File: src/rtl/pqls_pkg.sv
// ----------------------------------------------------------------------------
// pqls_pkg
// Shared types and codes for the linear-scan priority queue.
// ----------------------------------------------------------------------------
`default_nettype none

package pqls_pkg;

	localparam int DATA_W = 32;
	localparam int OCC_W  = 5;

	localparam logic FUNC_INSERT  = 1'b0;
	localparam logic FUNC_EXTRACT = 1'b1;

	localparam logic [1:0] ST_OK    = 2'd0;
	localparam logic [1:0] ST_EMPTY = 2'd1;
	localparam logic [1:0] ST_FULL  = 2'd2;

	// command broadcast to every cell
	typedef struct packed {
		logic ins;
		logic shift;
	} pqls_ctrl_t;

	// running best handed from cell to cell during an extract scan
	typedef struct packed {
		logic                     go;
		logic                     found;
		logic signed [DATA_W-1:0] pri;
		logic signed [DATA_W-1:0] val;
	} pqls_scan_t;

endpackage

`default_nettype wire

File: src/rtl/pqls_cell.sv
// ----------------------------------------------------------------------------
// pqls_cell
// One queue slot: holds a (value, priority) pair, appends at the tail,
// compares against the running best on scan and shifts down on removal.
// ----------------------------------------------------------------------------
`default_nettype none

module pqls_cell #(
	parameter int IW    = 4,
	parameter int INDEX = 0
) (
	input  logic                              clk,
	input  logic                              arst_n,
	input  pqls_pkg::pqls_ctrl_t              ctrl,
	input  logic [IW-1:0]                     shift_idx,
	input  logic signed [pqls_pkg::DATA_W-1:0] in_value,
	input  logic signed [pqls_pkg::DATA_W-1:0] in_priority,
	input  logic                              prev_valid,
	input  logic                              next_valid,
	input  logic signed [pqls_pkg::DATA_W-1:0] next_value,
	input  logic signed [pqls_pkg::DATA_W-1:0] next_priority,
	input  pqls_pkg::pqls_scan_t              scan_in,
	input  logic [IW-1:0]                     scan_in_idx,
	output pqls_pkg::pqls_scan_t              scan_out,
	output logic [IW-1:0]                     scan_out_idx,
	output logic                              valid,
	output logic signed [pqls_pkg::DATA_W-1:0] value,
	output logic signed [pqls_pkg::DATA_W-1:0] prio
);
	import pqls_pkg::*;

	logic                     valid_q;
	logic signed [DATA_W-1:0] value_q;
	logic signed [DATA_W-1:0] priority_q;
	logic                     scan_go_q;
	logic                     scan_found_q;
	logic signed [DATA_W-1:0] scan_pri_q;
	logic signed [DATA_W-1:0] scan_val_q;
	logic [IW-1:0]            scan_idx_q;
	logic                     wr_en;
	logic                     sh_en;
	logic                     take;

	assign wr_en = ctrl.ins && !valid_q && prev_valid;
	assign sh_en = ctrl.shift && (shift_idx <= IW'(INDEX));
	assign take  = valid_q && (!scan_in.found || ($signed(priority_q) > $signed(scan_in.pri)));

	always_ff @(posedge clk or negedge arst_n) begin
		if (!arst_n) begin
			valid_q   <= 1'b0;
			scan_go_q <= 1'b0;
		end else begin
			scan_go_q <= scan_in.go;
			if (sh_en) begin
				valid_q <= next_valid;
			end else if (wr_en) begin
				valid_q <= 1'b1;
			end
		end
	end

	always_ff @(posedge clk) begin
		if (sh_en) begin
			value_q    <= next_value;
			priority_q <= next_priority;
		end else if (wr_en) begin
			value_q    <= in_value;
			priority_q <= in_priority;
		end
		if (scan_in.go) begin
			if (take) begin
				scan_found_q <= 1'b1;
				scan_pri_q   <= priority_q;
				scan_val_q   <= value_q;
				scan_idx_q   <= IW'(INDEX);
			end else begin
				scan_found_q <= scan_in.found;
				scan_pri_q   <= scan_in.pri;
				scan_val_q   <= scan_in.val;
				scan_idx_q   <= scan_in_idx;
			end
		end
	end

	always_comb begin
		scan_out.go    = scan_go_q;
		scan_out.found = scan_found_q;
		scan_out.pri   = scan_pri_q;
		scan_out.val   = scan_val_q;
	end

	assign scan_out_idx = scan_idx_q;
	assign valid        = valid_q;
	assign value        = value_q;
	assign prio         = priority_q;

endmodule

`default_nettype wire

File: src/rtl/priority_queue_linear_scan_core.sv
// ----------------------------------------------------------------------------
// priority_queue_linear_scan_core
// Bounded priority queue in a row of slot cells, kept in arrival order.
// Insert appends at the tail; extract scans for the greatest signed priority
// (oldest wins a tie), returns its value and shifts later slots down.
// ----------------------------------------------------------------------------
//  channel  signals                               direction
//  in       in_valid/in_ready, func, item_value,  into block
//           item_priority
//  out      out_valid/out_ready, out_value,       out of block
//           status, occupancy
//
//  Insert, full insert and empty extract: result in the cycle after acceptance.
//  Extract on a non-empty queue: the result waits for the scan token that
//  walks the cell row one slot per cycle; the shift-down lands with the result.
//  Input is taken when idle and the result register is empty or being taken.
//  Reset clears the entry count and the slot valid bits; no clearing pass.
// ----------------------------------------------------------------------------
`default_nettype none

module priority_queue_linear_scan_core #(
	parameter int DEPTH = 16
) (
	input  logic                               clk,
	input  logic                               arst_n,
	input  logic                               in_valid,
	output logic                               in_ready,
	input  logic                               func,
	input  logic signed [pqls_pkg::DATA_W-1:0] item_value,
	input  logic signed [pqls_pkg::DATA_W-1:0] item_priority,
	output logic                               out_valid,
	input  logic                               out_ready,
	output logic signed [pqls_pkg::DATA_W-1:0] out_value,
	output logic [1:0]                         status,
	output logic [pqls_pkg::OCC_W-1:0]         occupancy
);
	import pqls_pkg::*;

	localparam int IW = (DEPTH > 1) ? $clog2(DEPTH) : 1;
	localparam int CW = $clog2(DEPTH + 1);

	localparam logic S_IDLE = 1'b0;
	localparam logic S_SCAN = 1'b1;

	logic                     state_q;
	logic [CW-1:0]            count_q;
	logic                     out_valid_q;
	logic signed [DATA_W-1:0] out_value_q;
	logic [1:0]               status_q;
	logic [CW-1:0]            occ_q;

	logic                     accept;
	logic                     out_free;
	logic                     full;
	logic                     empty;
	logic                     scan_done;
	pqls_ctrl_t               ctrl;

	pqls_scan_t               scan   [DEPTH+1];
	logic [IW-1:0]            scan_idx [DEPTH+1];
	logic                     cell_valid [DEPTH];
	logic signed [DATA_W-1:0] cell_value [DEPTH];
	logic signed [DATA_W-1:0] cell_pri   [DEPTH];
	logic [DEPTH-1:0]         go_vec;

	assign out_free  = !out_valid_q || out_ready;
	assign in_ready  = (state_q == S_IDLE) && out_free;
	assign accept    = in_valid && in_ready;
	assign full      = (count_q == CW'(DEPTH));
	assign empty     = (count_q == '0);
	assign scan_done = (state_q == S_SCAN) && scan[DEPTH].go;

	assign ctrl.ins   = accept && (func == FUNC_INSERT);
	assign ctrl.shift = scan_done;

	assign scan[0]     = {accept && (func == FUNC_EXTRACT) && !empty, 1'b0,
		{(2 * DATA_W){1'b0}}};
	assign scan_idx[0] = '0;

	genvar i;
	generate
		for (i = 0; i < DEPTH; i++) begin : g_cell
			logic                     prev_v;
			logic                     next_v;
			logic signed [DATA_W-1:0] next_val;
			logic signed [DATA_W-1:0] next_pri;

			if (i == 0) begin : g_first
				assign prev_v = 1'b1;
			end else begin : g_mid
				assign prev_v = cell_valid[i-1];
			end

			if (i == DEPTH - 1) begin : g_last
				assign next_v   = 1'b0;
				assign next_val = '0;
				assign next_pri = '0;
			end else begin : g_inner
				assign next_v   = cell_valid[i+1];
				assign next_val = cell_value[i+1];
				assign next_pri = cell_pri[i+1];
			end

			pqls_cell #(
				.IW    (IW),
				.INDEX (i)
			) u_cell (
				.clk           (clk),
				.arst_n        (arst_n),
				.ctrl          (ctrl),
				.shift_idx     (scan_idx[DEPTH]),
				.in_value      (item_value),
				.in_priority   (item_priority),
				.prev_valid    (prev_v),
				.next_valid    (next_v),
				.next_value    (next_val),
				.next_priority (next_pri),
				.scan_in       (scan[i]),
				.scan_in_idx   (scan_idx[i]),
				.scan_out      (scan[i+1]),
				.scan_out_idx  (scan_idx[i+1]),
				.valid         (cell_valid[i]),
				.value         (cell_value[i]),
				.prio          (cell_pri[i])
			);

			assign go_vec[i] = scan[i+1].go;
		end
	endgenerate

	always_ff @(posedge clk or negedge arst_n) begin
		if (!arst_n) begin
			state_q     <= S_IDLE;
			count_q     <= '0;
			out_valid_q <= 1'b0;
		end else begin
			if (out_ready) begin
				out_valid_q <= 1'b0;
			end
			case (state_q)
				S_IDLE: begin
					if (accept) begin
						if (func == FUNC_EXTRACT && !empty) begin
							state_q <= S_SCAN;
						end else begin
							out_valid_q <= 1'b1;
							if (func == FUNC_INSERT && !full) begin
								count_q <= count_q + CW'(1);
							end
						end
					end
				end
				S_SCAN: begin
					if (scan_done) begin
						state_q     <= S_IDLE;
						out_valid_q <= 1'b1;
						count_q     <= count_q - CW'(1);
					end
				end
				default: begin
					state_q <= S_IDLE;
				end
			endcase
		end
	end

	always_ff @(posedge clk) begin
		if (accept) begin
			if (func == FUNC_INSERT) begin
				out_value_q <= '0;
				status_q    <= full ? ST_FULL : ST_OK;
				occ_q       <= full ? count_q : count_q + CW'(1);
			end else if (empty) begin
				out_value_q <= -32'sd1;
				status_q    <= ST_EMPTY;
				occ_q       <= count_q;
			end
		end else if (scan_done) begin
			out_value_q <= scan[DEPTH].val;
			status_q    <= ST_OK;
			occ_q       <= count_q - CW'(1);
		end
	end

	assign out_valid = out_valid_q;
	assign out_value = out_value_q;
	assign status    = status_q;
	assign occupancy = OCC_W'(occ_q);

	// the scan token is in at most one cell
	a_one_token: assert property (@(posedge clk) disable iff (!arst_n)
		$onehot0(go_vec))
		else $error("more than one scan token in the cell row");

	// occupancy never exceeds the depth
	a_count_bound: assert property (@(posedge clk) disable iff (!arst_n)
		count_q <= CW'(DEPTH))
		else $error("entry count beyond depth");

	// a completed scan always found an entry
	a_scan_found: assert property (@(posedge clk) disable iff (!arst_n)
		scan_done |-> scan[DEPTH].found)
		else $error("extract scan ended without a candidate");

	// an insert into a non-full queue grows the count by one
	a_insert_grow: assert property (@(posedge clk) disable iff (!arst_n)
		(ctrl.ins && !full) |=> (count_q == $past(count_q) + CW'(1)))
		else $error("insert did not advance the entry count");

endmodule

`default_nettype wire
File: config.mk
export PLATFORM = sky130hd
export DESIGN_NAME = priority_queue_linear_scan_core
export DESIGN_NICKNAME = d
export VERILOG_FILES = /design/src/rtl/pqls_pkg.sv /design/src/rtl/pqls_cell.sv /design/src/rtl/priority_queue_linear_scan_core.sv
export SDC_FILE = /design/constraint.sdc
export NUM_CORES = 2
export LEC_CHECK = 0
export BUFFER_PORTS_ARGS = -buffer_cell sky130_fd_sc_hd__buf_2
export CAP_MARGIN = 20
export CELL_PAD_IN_SITES_DETAIL_PLACEMENT = 1
export CELL_PAD_IN_SITES_GLOBAL_PLACEMENT = 1
export CORE_AREA = 3 3 483 485
export CTS_CLUSTER_DIAMETER = 120
export DETAILED_ROUTE_END_ITERATION = 12
export DIE_AREA = 0 0 486 488
export PLACE_DENSITY_LB_ADDON = 0.1
export SLEW_MARGIN = 10
export SYNTH_ARGS = -nofsm -noshare
export SYNTH_HDL_FRONTEND = slang
export SYNTH_SLANG_ARGS = --single-unit
export TNS_END_PERCENT = 10
File: constraint.sdc
create_clock -name clk -period 11.4 [get_ports clk]
set_input_delay 0 -clock clk [delete_from_list [all_inputs] [get_ports clk]]
set_output_delay 0 -clock clk [all_outputs]
set_load 0.005 [all_outputs]
Word level (Yosys, flattened, before mapping):

Cells that the tools add are included.

* $add $sub $neg: 2
* magnitude comparators: 31
* equality and inequality tests: 6
* multiplexer cells: 149
* bitwise logic cells: 2
* reductions and logical operators: 140

Operators by type and width (count)
* 32-bit 2-to-1 mux: 93
* 32-bit greater-than comparator: 15
* 1-bit logical AND: 70
* 1-bit 2-to-1 mux: 40
* 5-bit 2-to-1 mux: 8
* 1-bit zero test: 34
* 2-bit nonzero test: 17
* 4-bit <= comparator, second input constant: 8
* 4-bit by 3-bit <= comparator with 1-bit output, second input constant: 4
* 1-bit logical OR: 16
* 2-bit 2-to-1 mux: 5
* 5-bit case mux with 2 select lines: 1
* 4-bit by 1-bit <= comparator with 1-bit output, second input constant: 2
* 4-bit by 2-bit <= comparator with 1-bit output, second input constant: 2
* 5-bit by 1-bit adder with 5-bit output, second input constant: 1
* 5-bit equality test, second input constant: 1
* 5-bit zero test: 1
* 5-bit by 1-bit subtractor with 5-bit output, second input constant: 1
* 2-bit by 1-bit != test with 1-bit output, second input constant: 2
* 2-bit != test, second input constant: 2
* 1-bit case mux with 2 select lines: 2
* 4-bit AND reduction: 1
* 3-bit by 2-bit != test with 1-bit output, second input constant: 1
* 1-bit inverter: 2
* 2-bit AND reduction: 1

* bits in registers: 2158
* bits of input ports: 69
* output and inout bits: 41
* word-level logic and storage cells: 461

Logic depth before layout (Yosys ltp):

* depth in word-level cells: 9
* depth in mapped cells: 11
* depth with buffers taken out: 9

Cells and area by module:

Synthesis repeated with hierarchy kept, for this count alone.

* cell total of the unflattened synthesis: 6693
* area total of the unflattened synthesis: 107440.5 um2

By module, submodules not included
* pqls_cell (g_cell[4].u_cell ...): instances 2, cells an instance 409, area each 6596.3 um2, seq. area each 4043.9 um2
* pqls_cell (g_cell[11].u_cell ...): instances 2, cells an instance 408, area each 6595.1 um2, seq. area each 4043.9 um2
* pqls_cell (g_cell[12].u_cell ...): instances 2, cells an instance 409, area each 6595.1 um2, seq. area each 4043.9 um2
* pqls_cell (g_cell[13].u_cell ...): instances 2, cells an instance 409, area each 6592.6 um2, seq. area each 4043.9 um2
* pqls_cell (g_cell[0].u_cell): instances 1, cells an instance 409, area each 6600.1 um2, seq. area each 4043.9 um2
* pqls_cell (g_cell[5].u_cell): instances 1, cells an instance 409, area each 6598.8 um2, seq. area each 4043.9 um2
* pqls_cell (g_cell[10].u_cell): instances 1, cells an instance 410, area each 6597.6 um2, seq. area each 4043.9 um2
* pqls_cell (g_cell[1].u_cell): instances 1, cells an instance 408, area each 6596.3 um2, seq. area each 4043.9 um2
* pqls_cell (g_cell[2].u_cell): instances 1, cells an instance 410, area each 6596.3 um2, seq. area each 4043.9 um2
* pqls_cell (g_cell[15].u_cell): instances 1, cells an instance 407, area each 6587.6 um2, seq. area each 4043.9 um2
* pqls_cell (g_cell[14].u_cell): instances 1, cells an instance 407, area each 6517.5 um2, seq. area each 4043.9 um2
* pqls_cell (g_cell[7].u_cell): instances 1, cells an instance 408, area each 6510.0 um2, seq. area each 4043.9 um2
* priority_queue_linear_scan_core: instances 1, cells an instance 155, area each 2078.2 um2, seq. area each 1346.3 um2

Worst setup path before layout:

OpenSTA, ideal clock, no wires.

* kind: register to register
* start point: register state_q
* end point: register g_cell[11].u_cell.valid_q
* setup time: 0.084 ns
* arrival time: 6.632 ns
* data required time: 11.316 ns
* setup slack: 4.684 ns
* stages on the path, launching flop included: 9
* buffers on the path: 3
* clock period less this slack: 6.716 ns
* path through: dfrtp_1 buf_2 inv_1 nand2_1 or3_1 clkbuf_1 clkbuf_1 o31ai_1 o22a_1

* longest elaborated chain between the ends: 7
* elaborated cells on any way between the ends: 10
* classes of those cells: mux: 1; bitwise: 1; reduce/logical: 8

Ends and longest elaborated chain
* start, declared: line priority_queue_linear_scan_core.sv:45 `logic state_q;`
* start signal, assigned: line priority_queue_linear_scan_core.sv:133 `state_q <= S_IDLE;`
* start signal, assigned: line priority_queue_linear_scan_core.sv:144 `state_q <= S_SCAN;`
* start signal, assigned: line priority_queue_linear_scan_core.sv:155 `state_q <= S_IDLE;`
* 1-bit inverter
* 1-bit logical AND: line priority_queue_linear_scan_core.sv:67 `assign in_ready = (state_q == S_IDLE) && out_free;`
* 1-bit logical AND: line priority_queue_linear_scan_core.sv:68 `assign accept = in_valid && in_ready;`
* 1-bit logical AND: line priority_queue_linear_scan_core.sv:73 `assign ctrl.ins = accept && (func == FUNC_INSERT);`
* 1-bit logical AND (2 in a row): line pqls_cell.sv:44 `assign wr_en = ctrl.ins && !valid_q && prev_valid;`
* 2-bit nonzero test (no line)
* end signal, assigned: line pqls_cell.sv:55 `valid_q <= next_valid;`
* end, declared: line pqls_cell.sv:32 `logic valid_q;`

Parallel ways exist; a longest one is shown, timed or not.
A chain may end at the register's enable or synchronous reset.

Final worst setup path:

* start point: register g_cell[14].u_cell.priority_q[17]
* end point: register g_cell[14].u_cell.scan_val_q[31], data pin

* longest elaborated chain between the ends: 4

Ends and longest elaborated chain
* start, declared: line pqls_cell.sv:34 `logic signed [DATA_W-1:0] priority_q;`
* start signal, assigned: line pqls_cell.sv:65 `priority_q <= next_priority;`
* start signal, assigned: line pqls_cell.sv:68 `priority_q <= in_priority;`
* 32-bit greater-than comparator: line pqls_cell.sv:46 `assign take = valid_q && (!scan_in.found || ($signed(priority_q) > $signed(scan_in.pri)));`
* 1-bit logical OR: line pqls_cell.sv:46
* 1-bit logical AND: line pqls_cell.sv:46
* 32-bit 2-to-1 mux: line pqls_cell.sv:71 `if (take) begin`
* end signal, assigned: line pqls_cell.sv:74 `scan_val_q <= value_q;`
* end signal, assigned: line pqls_cell.sv:79 `scan_val_q <= scan_in.val;`
* end, declared: line pqls_cell.sv:38 `logic signed [DATA_W-1:0] scan_val_q;`

Every way passes these cells.

==> results.toml <==
[routing]
firstDrtPassIters = 7
drtIter0Drc = 3536
wl_per_cell_um = 23.88
drcViolationCount = 0
drt-total-wl_um = 238400
viasPerCell = 5.420
antenna_left = 0
via_count = 54127

[final_layout]
fin_area_um2 = 114700
layout-drive-gt1-share_pct = 33.97
nets = 7316
fillers = 21765
regArea_um2 = 63990
area_delta_synth_final_pct = 11.35
multi_input_area_um2 = 35990

[setup_path]
worstSetupPathType = "flop to flop"
cp-start-kind = "flop"
r2r_cells = 9
worstPathRequired_ps = 12000
rr_endpoint = "g_cell[14].u_cell.scan_val_q[31]"
endpoint_kind = "flop"
crit_start = "g_cell[14].u_cell.prio[17]"
critPathArrivalTime_ps = 5080
reg2reg_slack_ps = 6910
crit_fanout = 47
timing.rr.start = "g_cell[14].u_cell.prio[17]"

[synthesis]
ys_seq_area_share_pct = 62.11
synth_most_common_cell = "edfxtp_1"
synth-edff-count = 2055
syn_area_um2 = 103000
synth_area_leaders = "edfxtp_1 60%, mux2_2 17%, ha_1 5.9%, mux2_4 3.8%, inv_1 1.9%"
netlist.area_leader.share_pct = 59.92
yosys-top-cells-count = "2055 x edfxtp_1, 1517 x mux2_2, 508 x inv_1"
yosys_warnings = 0
synth_fp_nets = 7149
synthCells = 6597
ys_async_sr_fraction_pct = 1.807
ys_seq_elements = 2158
syn-mean-instance-area_um2 = 15.61
synth_cell_type_count = 66
synth_flop_cell = "edfxtp_1"
yosys.area.top_type = "edfxtp_1"

[sta]
slew-limit-headroom_pct = 26.12
fmax_ghz = 0.2228
slew_viol_final = 0
rsz0062_at_grt = "false"
finalHoldViolations = 0
post-route-min-period_ps = 4488
clock_skew_ps = 22.46
fin_crit_sh_pct = 39.37
tightestPinTransition_ps = 1098
setup_tns_ps = 0
finalSetupViolations = 0
hold_slack_ps = 221.1

[placed_design]
placedInstanceArea_um2 = 106800
gp_congestion = 0.8274
io_buffers = 109
dpl.hpwl_um = 161800

[global_route]
grt_antenna_before_repair = 2
grtUsageTotal_pct = 19.97
grt_pass1_vias = 58053
grt.overflow.total = 0
grt_max_degree = 71
grt_pass1_wl_um = 370800

[worst_hold_path]
min-delay-start = "item_value[19]"
hold_end = "g_cell[15].u_cell.value[19]"
hold_class = "primary input to flop"
holdPathStages = 4

[power_and_ir_drop]
leakagePower_nw = 42.34
finalPower_mw = 16.17
max-vdd-ir-drop_mv = 0.1350
power.density_nw_per_um2 = 141.0

[job]
cap_violations = 0

[clock_network]
cts.sinks = 2158
clk_pin_slew_ps = 60
cts_buffers = 229
cts.root.buffer_cell = "clkbuf_16"
cts-resized-gates = 0
htreeDepth = 4
cts_tree = "built"
cts_buffer_depth = 3
clk_latency_ps = 860

[die]
dieArea_um2 = 237200
dieHeight_um = 488
start_util_pct = 44.84
fp.coreArea_um2 = 229700
io_pins = 110
rows = 176
die_w_um = 486

[status]
status = "finished clean"
==> layout make-up <==
class	instances	area share, %
sequential	2158	55.80
multi-input combinational	3616	31.38
clock buffer	311	5.453
tap	3026	3.301
inverter	508	1.663
timing repair buffer	251	1.569
clock inverter	113	0.8248
antenna	4	0.008728
==> routing by layer <==
| layer | GRT usage (%) | up-vias | wire length, um |
|---|---|---|---|
| met3 | 2.438 | 322 | 7332 |
| met2 | 28.57 | 829 | 98560 |
| li1 | - | 25297 | - |
| met4 | 5.277 | 0 | 5611 |
| met5 | 0 | - | 0 |
| met1 | 31.81 | 27679 | 126900 |
==> cells in the final DEF, fill, tap and decap left out, types with 27 or more instances in the layout <==
master	instances
dfxtp_1	64
mux2_4	261
buf_4	70
nand2_1	212
inv_1	508
dlygate4sd3_1	70
nand3_1	45
or3_1	27
mux2_1	98
a21oi_1	253
mux2_2	1517
clkbuf_16	233
nand4_1	101
clkinv_2	39
o21ai_0	80
ha_1	483
and2_1	78
nor2b_1	54
clkbuf_1	65
a21o_1	104
nor2_1	53
buf_2	109
edfxtp_1	2055
clkinv_1	49
==> how the worst max path moves through the flow <==
stage                                       end  cells after the start
2_1_floorplan           g_cell[11].u_cell.valid                      8
3_3_place_gp   g_cell[14].u_cell.scan_val_q[31]                      9
3_5_place_dp   g_cell[14].u_cell.scan_val_q[31]                      9
4_1_cts         g_cell[14].u_cell.scan_pri_q[2]                      9
5_1_grt        g_cell[14].u_cell.scan_val_q[31]                      9
6_report       g_cell[14].u_cell.scan_val_q[31]                      9
==> metrics by stage <==
step	utilization, %	setup slack [ps]	std cells
5_1_grt	49.93	6751	9984
3_3_place_gp	46.47	6929	9487
2_1_floorplan	-	4684	6597
4_1_cts	49.92	6917	9982
6_report	49.93	6912	9987
3_5_place_dp	46.48	6921	9488
==> timing repair <==
| item | CTS | global route |
|---|---|---|
| buffers inserted | 0 | 0 |
| hold buffers | 70 | 0 |
| endpoints found under the hold margin | 1103 | 0 |
==> state kept, by name, summed over array words and instances (netlist names) <==
register,count
count_q,5
state_q,1
g_cell.u_cell.scan_out_idx,49
g_cell.u_cell.valid,16
g_cell.u_cell.prio,512
out_value,32
status,2
g_cell.u_cell.scan_go_q,16
occupancy,5
out_valid,1
g_cell.u_cell.value,512
g_cell.u_cell.scan_found_q,15
g_cell.u_cell.scan_pri_q,480
g_cell.u_cell.scan_val_q,512
==> power by group <==
part	total [mW]	internal (mW)	switching, mW	leakage, nW
combinational	0.315	0.144	0.171	19.5
sequential	8.60	8.60	0	19.3
clock	7.25	4.08	3.17	3.53
==> kinds of logic after synthesis <==
kind of cell    count (synthesis)  share of synthesized area [%]
xor+xnor                        7                        0.05953
compound gates                575                          3.645
buf+inv                       823                          3.375
flops                        2158                          62.11
simple gates                  675                          3.478
fa+ha+maj                     483                          5.868
mux                          1876                          21.46
==> critical path: stages, from the launching register on <==
cell      delay [ps]
edfxtp_1         420
ha_1             340
a21oi_1          150
o21ai_0          170
a221o_1          400
a2111o_1         480
a41o_1           320
nor2_4           640
buf_4            790
mux2_2           410
No activity file was read; power rests on OpenSTA's default activity.
